`config.mk`:
```
export PLATFORM = sky130hd
export DESIGN_NAME = slip_launch_torque_search
export DESIGN_NICKNAME = d
export VERILOG_FILES = /design/src/sv/sltq_pkg.sv /design/src/sv/slip_launch_torque_search.sv /design/src/sv/sltq_divider.sv
export SDC_FILE = /design/constraint.sdc
export NUM_CORES = 1
export LEC_CHECK = 0
export BUFFER_PORTS_ARGS = -buffer_cell sky130_fd_sc_hd__buf_2
export CAP_MARGIN = 20
export CORE_MARGIN = 5
export CORE_UTILIZATION = 59
export CTS_BUF_LIST = sky130_fd_sc_hd__clkbuf_4
export CTS_CLUSTER_DIAMETER = 150
export CTS_CLUSTER_SIZE = 24
export DETAILED_ROUTE_END_ITERATION = 10
export GPL_ROUTABILITY_DRIVEN = 1
export PLACE_DENSITY = 0.82
export SLEW_MARGIN = 20
export SYNTH_ARGS = -nofsm -noshare
export SYNTH_HDL_FRONTEND = slang
export SYNTH_SLANG_ARGS = --single-unit
```
`constraint.sdc`:
```
create_clock -name clk -period 6.5 [get_ports clk]
set_input_delay 1.3 -clock clk [delete_from_list [all_inputs] [get_ports clk]]
set_output_delay 1.3 -clock clk [all_outputs]
set_load 0.005 [all_outputs]
```
`src/sv/sltq_pkg.sv`:
```
// Shared types, widths and constants for the launch torque search block.
`default_nettype none

package sltq_pkg;

    // Field widths.
    localparam int SPEED_W  = 12;
    localparam int TORQUE_W = 13;
    localparam int STEP_W   = 10;
    localparam int SLIP_W   = 16;
    localparam int WSUM_W   = SPEED_W + 1;

    // Configuration port widths.
    localparam int CFG_INDEX_W = 3;
    localparam int CFG_DATA_W  = 16;

    // Register indexes on the configuration port.
    localparam logic [CFG_INDEX_W-1:0] CFG_MAX_TORQUE     = 3'd0;
    localparam logic [CFG_INDEX_W-1:0] CFG_RAMP_STEP      = 3'd1;
    localparam logic [CFG_INDEX_W-1:0] CFG_SLIP_LIMIT     = 3'd2;
    localparam logic [CFG_INDEX_W-1:0] CFG_RESET_SPEED    = 3'd3;
    localparam logic [CFG_INDEX_W-1:0] CFG_DEFAULT_TORQUE = 3'd4;
    localparam logic [CFG_INDEX_W-1:0] CFG_MIN_REF_SPEED  = 3'd5;

    // Register reset values.
    localparam logic [TORQUE_W-1:0] MAX_TORQUE_RST     = 13'd6000;
    localparam logic [STEP_W-1:0]   RAMP_STEP_RST      = 10'd100;
    localparam logic [SLIP_W-1:0]   SLIP_LIMIT_RST     = 16'd240;
    localparam logic [SPEED_W-1:0]  RESET_SPEED_RST    = 12'd480;
    localparam logic [TORQUE_W-1:0] DEFAULT_TORQUE_RST = 13'd1000;
    localparam logic [SPEED_W-1:0]  MIN_REF_SPEED_RST  = 12'd80;

    // Slip arithmetic: 0.5 km/h standstill threshold, 800 scales the
    // doubled wheel sum difference to 1/16 percent.
    localparam logic [SPEED_W-1:0] STANDSTILL_SPEED = 12'd8;
    localparam int SLIP_SCALE = 800;
    localparam int SCALE_W    = 10;
    localparam int NUMER_W    = WSUM_W + SCALE_W;

    // Launch torque is 19/20 of (ramp - step); the divide by 20 is a
    // multiply by a rounded-up reciprocal, exact for products below 2^18.
    localparam int LAUNCH_NUM   = 19;
    localparam int PROD19_W     = TORQUE_W + 5;
    localparam int RECIP_20     = 52429;
    localparam int RECIP_W      = 16;
    localparam int RECIP_SHIFT  = 20;
    localparam int RECIP_PROD_W = PROD19_W + RECIP_W;

    // Divider iteration counter.
    localparam int DIV_CNT_W = $clog2(NUMER_W + 1);

    // One input word.
    typedef struct packed {
        logic [SPEED_W-1:0] rear_left_speed;
        logic [SPEED_W-1:0] rear_right_speed;
        logic [SPEED_W-1:0] vehicle_speed;
        logic               brake_pressed;
    } in_word_t;

    // One result word.
    typedef struct packed {
        logic [TORQUE_W-1:0] torque_command;
        logic [SLIP_W-1:0]   slip_percent;
        logic                limit_found;
    } out_word_t;

    // Divider control and status.
    typedef struct packed {
        logic start;
    } div_ctrl_t;

    typedef struct packed {
        logic busy;
        logic done;
    } div_stat_t;

endpackage

`default_nettype wire

```
`src/sv/slip_launch_torque_search.sv`:
```
// Top level of the launch control torque search with its control sequencer.
`default_nettype none

// Each input word carries two rear wheel speeds, the vehicle speed and the
// brake state; each one gives exactly one result word with the torque
// command, the rear slip in 1/16 percent and the limit flag. The block takes
// one word at a time and is not ready while it works. A word with wheel slip
// passes through the serial divider for the slip ratio before its decision;
// a word that latches from a ramp above the ramp step then takes a multiply
// by 19 and a divide by 20 through the reciprocal. A word without slip skips
// the divider. The result waits in its output register until it is taken,
// and the next word is accepted in the cycle after that. Configuration writes
// take effect at once and belong to the idle time between words.
module slip_launch_torque_search
    import sltq_pkg::*;
(
    input  wire logic                   clk,
    input  wire logic                   rst_n,
    input  wire logic                   in_valid,
    output logic                        in_ready,
    input  wire in_word_t               in_data,
    output logic                        out_valid,
    input  wire logic                   out_ready,
    output out_word_t                   out_data,
    input  wire logic                   cfg_we,
    input  wire logic [CFG_INDEX_W-1:0] cfg_index,
    input  wire logic [CFG_DATA_W-1:0]  cfg_wdata
);

    typedef enum logic [2:0] {
        S_IDLE,
        S_PREP,
        S_DIV,
        S_DECIDE,
        S_MUL19,
        S_RECIP,
        S_OUT
    } state_t;

    // Configuration registers.
    logic [TORQUE_W-1:0] max_torque_reg;
    logic [STEP_W-1:0]   ramp_step_reg;
    logic [SLIP_W-1:0]   slip_limit_reg;
    logic [SPEED_W-1:0]  reset_speed_reg;
    logic [TORQUE_W-1:0] default_torque_reg;
    logic [SPEED_W-1:0]  min_ref_speed_reg;

    // Sequencer, sample and search state.
    state_t              state_reg;
    in_word_t            sample_reg;
    logic [NUMER_W-1:0]  numer_reg;
    logic [SPEED_W-1:0]  ref_reg;
    logic [SLIP_W-1:0]   slip_reg;
    logic [TORQUE_W-1:0] ramp_reg;
    logic [TORQUE_W-1:0] launch_reg;
    logic                done_reg;
    logic [TORQUE_W-1:0] excess_reg;
    logic [PROD19_W-1:0] prod19_reg;
    logic                div_start_reg;
    out_word_t           out_data_reg;

    // Divider connection.
    div_ctrl_t           div_ctrl;
    div_stat_t           div_stat;
    logic [NUMER_W-1:0]  div_quotient;

    // Combinational helpers.
    logic [SPEED_W-1:0]      ref_floor;
    logic                    standstill;
    logic [SPEED_W-1:0]      base_speed;
    logic [SPEED_W-1:0]      ref_speed;
    logic [WSUM_W-1:0]       wheel_sum;
    logic [WSUM_W-1:0]       base_twice;
    logic                    slipping;
    logic [WSUM_W-1:0]       slip_diff;
    logic [SLIP_W-1:0]       slip_sat;
    logic [TORQUE_W:0]       ramp_sum;
    logic [TORQUE_W-1:0]     ramp_next;
    logic [RECIP_PROD_W-1:0] recip_prod;
    logic [TORQUE_W-1:0]     cmd_release;

    // Slip reference: a zero floor counts as one, standstill uses the floor.
    assign ref_floor  = (min_ref_speed_reg == '0) ? SPEED_W'(1) : min_ref_speed_reg;
    assign standstill = sample_reg.vehicle_speed <= STANDSTILL_SPEED;
    assign base_speed = standstill ? ref_floor : sample_reg.vehicle_speed;
    assign ref_speed  = (standstill || (sample_reg.vehicle_speed < ref_floor))
                        ? ref_floor : sample_reg.vehicle_speed;
    assign wheel_sum  = WSUM_W'(sample_reg.rear_left_speed)
                      + WSUM_W'(sample_reg.rear_right_speed);
    assign base_twice = {base_speed, 1'b0};
    assign slipping   = wheel_sum > base_twice;
    assign slip_diff  = wheel_sum - base_twice;

    // Quotient saturates at the slip field maximum.
    assign slip_sat = (|div_quotient[NUMER_W-1:SLIP_W]) ? '1 : div_quotient[SLIP_W-1:0];

    // Ramp increment, saturating at the ceiling.
    assign ramp_sum  = {1'b0, ramp_reg} + (TORQUE_W + 1)'(ramp_step_reg);
    assign ramp_next = (ramp_sum > {1'b0, max_torque_reg})
                       ? max_torque_reg : ramp_sum[TORQUE_W-1:0];

    // Divide by 20 through the reciprocal.
    assign recip_prod = RECIP_PROD_W'(prod19_reg) * RECIP_PROD_W'(RECIP_20);

    assign cmd_release = done_reg ? launch_reg : default_torque_reg;

    assign div_ctrl.start = div_start_reg;

    sltq_divider u_divider (
        .clk      (clk),
        .rst_n    (rst_n),
        .ctrl     (div_ctrl),
        .dividend (numer_reg),
        .divisor  (ref_reg),
        .stat     (div_stat),
        .quotient (div_quotient)
    );

    // Configuration register writes.
    always_ff @(posedge clk or negedge rst_n)
    begin
        if (!rst_n)
        begin
            max_torque_reg     <= MAX_TORQUE_RST;
            ramp_step_reg      <= RAMP_STEP_RST;
            slip_limit_reg     <= SLIP_LIMIT_RST;
            reset_speed_reg    <= RESET_SPEED_RST;
            default_torque_reg <= DEFAULT_TORQUE_RST;
            min_ref_speed_reg  <= MIN_REF_SPEED_RST;
        end
        else if (cfg_we)
        begin
            unique case (cfg_index)
                CFG_MAX_TORQUE:     max_torque_reg     <= cfg_wdata[TORQUE_W-1:0];
                CFG_RAMP_STEP:      ramp_step_reg      <= cfg_wdata[STEP_W-1:0];
                CFG_SLIP_LIMIT:     slip_limit_reg     <= cfg_wdata[SLIP_W-1:0];
                CFG_RESET_SPEED:    reset_speed_reg    <= cfg_wdata[SPEED_W-1:0];
                CFG_DEFAULT_TORQUE: default_torque_reg <= cfg_wdata[TORQUE_W-1:0];
                CFG_MIN_REF_SPEED:  min_ref_speed_reg  <= cfg_wdata[SPEED_W-1:0];
                default:            ;
            endcase
        end
    end

    // Sequencer: capture, slip ratio, search decision, launch latch, output.
    always_ff @(posedge clk or negedge rst_n)
    begin
        if (!rst_n)
        begin
            state_reg     <= S_IDLE;
            ramp_reg      <= '0;
            launch_reg    <= '0;
            done_reg      <= 1'b0;
            div_start_reg <= 1'b0;
        end
        else
        begin
            div_start_reg <= 1'b0;
            unique case (state_reg)
                S_IDLE:
                begin
                    if (in_valid)
                    begin
                        sample_reg <= in_data;
                        state_reg  <= S_PREP;
                    end
                end
                S_PREP:
                begin
                    numer_reg <= NUMER_W'(slip_diff) * NUMER_W'(SLIP_SCALE);
                    ref_reg   <= ref_speed;
                    if (slipping)
                    begin
                        div_start_reg <= 1'b1;
                        state_reg     <= S_DIV;
                    end
                    else
                    begin
                        slip_reg  <= '0;
                        state_reg <= S_DECIDE;
                    end
                end
                S_DIV:
                begin
                    if (div_stat.done)
                    begin
                        slip_reg  <= slip_sat;
                        state_reg <= S_DECIDE;
                    end
                end
                S_DECIDE:
                begin
                    out_data_reg.slip_percent <= slip_reg;
                    state_reg <= S_OUT;
                    if (sample_reg.brake_pressed)
                    begin
                        out_data_reg.torque_command <= ramp_reg;
                        out_data_reg.limit_found    <= 1'b1;
                        if (!done_reg)
                        begin
                            if ((slip_reg < slip_limit_reg) && (ramp_reg < max_torque_reg))
                            begin
                                ramp_reg <= ramp_next;
                                out_data_reg.torque_command <= ramp_next;
                                out_data_reg.limit_found    <= 1'b0;
                            end
                            else
                            begin
                                done_reg <= 1'b1;
                                if (ramp_reg > TORQUE_W'(ramp_step_reg))
                                begin
                                    excess_reg <= ramp_reg - TORQUE_W'(ramp_step_reg);
                                    state_reg  <= S_MUL19;
                                end
                                else
                                begin
                                    launch_reg <= '0;
                                end
                            end
                        end
                    end
                    else
                    begin
                        // Command is taken before the search may clear.
                        out_data_reg.torque_command <= cmd_release;
                        if (sample_reg.vehicle_speed > reset_speed_reg)
                        begin
                            done_reg <= 1'b0;
                            ramp_reg <= '0;
                            out_data_reg.limit_found <= 1'b0;
                        end
                        else
                        begin
                            out_data_reg.limit_found <= done_reg;
                        end
                    end
                end
                S_MUL19:
                begin
                    prod19_reg <= PROD19_W'(excess_reg) * PROD19_W'(LAUNCH_NUM);
                    state_reg  <= S_RECIP;
                end
                S_RECIP:
                begin
                    launch_reg <= recip_prod[RECIP_SHIFT+TORQUE_W-1:RECIP_SHIFT];
                    state_reg  <= S_OUT;
                end
                S_OUT:
                begin
                    if (out_ready)
                    begin
                        state_reg <= S_IDLE;
                    end
                end
                default:
                begin
                    state_reg <= S_IDLE;
                end
            endcase
        end
    end

    assign in_ready  = (state_reg == S_IDLE);
    assign out_valid = (state_reg == S_OUT);
    assign out_data  = out_data_reg;

`ifndef SYNTHESIS
    // The block never takes a word while a result is still pending.
    a_ready_excludes_result: assert property (@(posedge clk) disable iff (!rst_n)
        !(in_ready && out_valid))
        else $error("input ready while a result is pending");

    // Acceptance of a word drops ready in the next cycle.
    a_accept_drops_ready: assert property (@(posedge clk) disable iff (!rst_n)
        (in_valid && in_ready) |=> !in_ready)
        else $error("ready stayed high after an accepted word");

    // The divider is started only when it is free.
    a_div_start_idle: assert property (@(posedge clk) disable iff (!rst_n)
        div_ctrl.start |-> !div_stat.busy)
        else $error("divider started while busy");

    // A started division finishes before the sequencer leaves its wait state.
    a_div_done_in_wait: assert property (@(posedge clk) disable iff (!rst_n)
        div_stat.done |-> (state_reg == S_DIV))
        else $error("divider finished outside the wait state");
`endif

endmodule

`default_nettype wire

```
`src/sv/sltq_divider.sv`:
```
// Restoring serial divider for the slip ratio, one quotient bit per cycle.
`default_nettype none

module sltq_divider
    import sltq_pkg::*;
(
    input  wire logic               clk,
    input  wire logic               rst_n,
    input  wire div_ctrl_t          ctrl,
    input  wire logic [NUMER_W-1:0] dividend,
    input  wire logic [SPEED_W-1:0] divisor,
    output div_stat_t               stat,
    output logic [NUMER_W-1:0]      quotient
);

    typedef enum logic {
        D_IDLE,
        D_RUN
    } dstate_t;

    dstate_t                state_reg;
    logic [DIV_CNT_W-1:0]   count_reg;
    logic [SPEED_W-1:0]     rem_reg;
    logic [NUMER_W-1:0]     quo_reg;
    logic [SPEED_W-1:0]     divisor_reg;
    logic                   done_reg;

    logic [SPEED_W:0]       trial;
    logic                   fits;

    // Shift the next dividend bit into the partial remainder and compare.
    assign trial = {rem_reg, quo_reg[NUMER_W-1]};
    assign fits  = trial >= {1'b0, divisor_reg};

    always_ff @(posedge clk or negedge rst_n)
    begin
        if (!rst_n)
        begin
            state_reg <= D_IDLE;
            count_reg <= '0;
            done_reg  <= 1'b0;
        end
        else
        begin
            done_reg <= 1'b0;
            unique case (state_reg)
                D_IDLE:
                begin
                    if (ctrl.start)
                    begin
                        state_reg   <= D_RUN;
                        count_reg   <= DIV_CNT_W'(NUMER_W - 1);
                        rem_reg     <= '0;
                        quo_reg     <= dividend;
                        divisor_reg <= divisor;
                    end
                end
                D_RUN:
                begin
                    if (fits)
                    begin
                        rem_reg <= SPEED_W'(trial - {1'b0, divisor_reg});
                    end
                    else
                    begin
                        rem_reg <= trial[SPEED_W-1:0];
                    end
                    quo_reg <= {quo_reg[NUMER_W-2:0], fits};
                    if (count_reg == '0)
                    begin
                        state_reg <= D_IDLE;
                        done_reg  <= 1'b1;
                    end
                    else
                    begin
                        count_reg <= count_reg - 1'b1;
                    end
                end
                default:
                begin
                    state_reg <= D_IDLE;
                end
            endcase
        end
    end

    assign stat.busy = (state_reg == D_RUN);
    assign stat.done = done_reg;
    assign quotient  = quo_reg;

endmodule

`default_nettype wire

```
==> qor.yml <==
grt:
  grt-ovfl-total: 0
  grtUsageTotal_pct: 24.3
  grt_pass1_vias: 15575
  grt_max_degree: 67
  antenna_found_initial: 5
  grt_pass1_wl_mm: 82.8
yosys:
  synth_compound_area_share_pct: 11.4
  avgSynthCellArea_um2: 10.9
  synth_top_family_by_area: "adder cells"
  syn-cell-area_um2: 22800
  synth_warnings: 0
  synth_edf_count: 191
  synthArstFlopShare_pct: 37.4
  synthXorXnorAreaFrac_pct: 3.33
  synth_area_leader_cell: "edfxtp_1"
  ys_ff_latch: 305
  yosys.area_share.simple_pct: 8.78
  netlist_instances: 2102
  synth.distinct_cells: 87
  yosys.area_share.adder_pct: 28.1
  netlist.area_leader.share_pct: 25.1
  syn-num-nets: 2606
  ys.flop_type: "edfxtp_1"
  ys_seq_area_share_pct: 37.8
  synthTopCellsByArea: "edfxtp_1, ha_1, fa_1, dfrtp_1, inv_1"
  synth.mux.area_fraction_pct: 3.97
worst_hold_path:
  hp-class: "reg -> reg"
  min_path_cells: 0
detailed_routing:
  drt_iter0_drc: 1273
  routed-via-count: 15585
  drc_errors: 0
  ant_nets: 0
  vias_per_cell: 5.74
  wl_per_cell_um: 19.0
  dr.pass1.iters: 5
  drt-total-wl_mm: 51.6
finish:
  finalNetCount: 2689
  largest_register_ffs: 37
  fin_cells: 2717
  areaGrowthSynthToFinish_pct: 5.92
  final-seq-area_um2: 8620
  num-fill-cells: 3071
  drive_gt1_share_pct: 12.7
  multi_input_area_um2: 12800
  final_util_pct: 62.8
critical_path:
  start_kind: "flop"
  path_cells: "ha_1, inv_1, fa_1, fa_1, fa_1, fa_1, fa_1, inv_1, ha_1, a21oi_1, o22ai_1, a211oi_2, o21ai_0, o2111ai_2, a21boi_1, or2_1, a211o_1, a32o_1"
  crit_cells: 18
  worstSetupEndpointType: "flop"
  crit_family: "adder cells"
  crit_slowest_cell: "edfxtp_1"
  worstSetupPathType: "reg -> reg"
  slowest_delay_ns: 0.55
  reg2reg_depth: 18
  cp_max_fo: 5
  cpMostUsedCell: "fa_1"
  crit_buf_inv: 2
  required_ns: 7.12
  cp.arrival_ns: 6.83
power:
  intPower_mw: 6.04
  p_comb_share_pct: 65.4
  leakagePower_nw: 11.2
  swShare_pct: 44.7
  power.density_nw_per_um2: 452
  ir_drop_v: 0.000473
  power_frac_seq_pct: 27.8
  power.share.clock_pct: 6.9
  p_switching_mw: 4.88
clock_tree:
  cts_tree: "built"
  clock-sinks: 305
  worstSkewPairLatency_ns: 0.73
  cts_max_path_buffers: 3
  clk_pin_slew_ns: 0.27
  cts_buffers: 16
  htree_levels: 1
  cts_hold_buf: 0
  root_buffer: "clkbuf_4"
sta:
  tightest_slew_ns: 1.09
  hold_viol_final: 0
  fin_crit_ns: 6.21
  fin_ws_ns: 0.294
  fin_skew_ns: 0.0670
  timing.hold.ws_ns: 0.449
  setup_viol: 0
  fmax_mhz: 161
  relSlewSlack_pct: 27.0
  slew_violations: 0
  period_share_pct: 95.5
  fin_setup_tns_ns: 0
placed_design:
  place_inst: 2681
  port_buffers: 92
  pre_cts_ws_ns: 0.165
  dp_hpwl_mm: 41.4
  gp_congestion: 0.943
floorplan:
  die_x_um: 207
  rows: 72
  die_y_um: 207
  core_area_um2: 38500
  dieArea_um2: 42700
  io_pins: 93
  start_util_pct: 59.3
run_status:
  outcome: "finished, final reports clean"
run:
  drv_cap: 0
power by group through the flow:
stage	combinational (mW)	sequential, mW	clock (mW)
2_1_floorplan	5.51	2.90	0
3_3_place_gp	6.66	3.05	0
3_5_place_dp	6.97	3.06	0
4_1_cts	7.06	3.02	0.770
5_1_grt	8.03	3.07	0.844
6_report	7.14	3.03	0.750
worst paths after layout:
check	startpoint	endpoint	slack [ns]
hold / removal	ref_reg[6]$_DFFE_PP_	u_divider.divisor_reg[6]$_DFFE_PP_	0.45
setup / recovery	prod19_reg[8]$_DFFE_PP_	launch_reg[9]$_DFFE_PN0P_	0.29
hold reg to reg	ref_reg[6]$_DFFE_PP_	u_divider.divisor_reg[6]$_DFFE_PP_	0.45
max in group asynchronous	rst_n	min_ref_speed_reg[5]$_DFFE_PN0P_	4.59
setup reg to reg	prod19_reg[8]$_DFFE_PP_	launch_reg[9]$_DFFE_PN0P_	0.29
min in group asynchronous	rst_n	max_torque_reg[11]$_DFFE_PN0P_	0.65
metrics by stage:
step                      total power [mW]  instance area [µm²]
after floorplan                       8.42                22800
final                                 10.9                24200
after detailed placement              10.0                23900
after CTS                             10.9                24100
after global placement                9.71                23900
after global routing                  11.9                24200
layer usage:
layer  global-route usage, %  wire length [µm]  vias up
met3                    2.91              2980       66
li1                        -                 -     7456
met2                    39.9             24300      464
met4                    4.47               977        2
met1                    35.4             23300     7597
met5                       0                20        -
what timing repair did:
item | 4_1_cts | 5_1_grt
setup buffers | 0 | 4
gates resized for setup | 0 | 7
endpoints found under the setup margin | 0 | 3
placed cells by master (no fill, tap or decap), types with 63 or more instances in the layout:
cell type and count:
nand2_1 113, nor2_1 92, buf_2 91, a21oi_1 85, xnor2_1 63, inv_1 345
dfrtp_1 88, o21ai_0 95, edfxtp_1 191, fa_1 116, ha_1 326
area by class of cell:
type                    instances  share of cell area, %
clock inverters                 1                 0.0362
multi-input cells            1403                   52.8
diodes                          4                 0.0414
clock buffers                  27                  0.839
repair buffers                113                   2.58
flip-flops and latches        305                   35.7
well taps                     518                   2.68
inverters                     346                   5.37
worst reg2reg max path: cells and delay by family, from the launching register on:
family | cells | cell delay (ns)
fa+ha+maj | 7 | 3.34
compound gates | 8 | 1.81
flops | 1 | 0.55
simple gates | 1 | 0.25
buf+inv | 2 | 0.14
cells in the mapped netlist, types with 34 or more instances:
cell      instances
fa_1            116
xnor2_1          64
dfrtp_1          88
o21ai_0          95
nor2b_1          34
nand2_1         113
a21oi_1          88
a21o_1           38
mux2_2           60
edfxtp_1        191
ha_1            327
nor2_1           93
inv_1           345
kinds of logic after synthesis:
logic type               after synthesis
adder cells (fa/ha/maj)              443
AND/OR/NAND/NOR                      400
buffers and inverters                394
AO/OA/AOI/OAI                        391
flip-flops                           305
XOR/XNOR                              86
multiplexers                          83
Note: power is estimated with default switching activity, not from simulation.
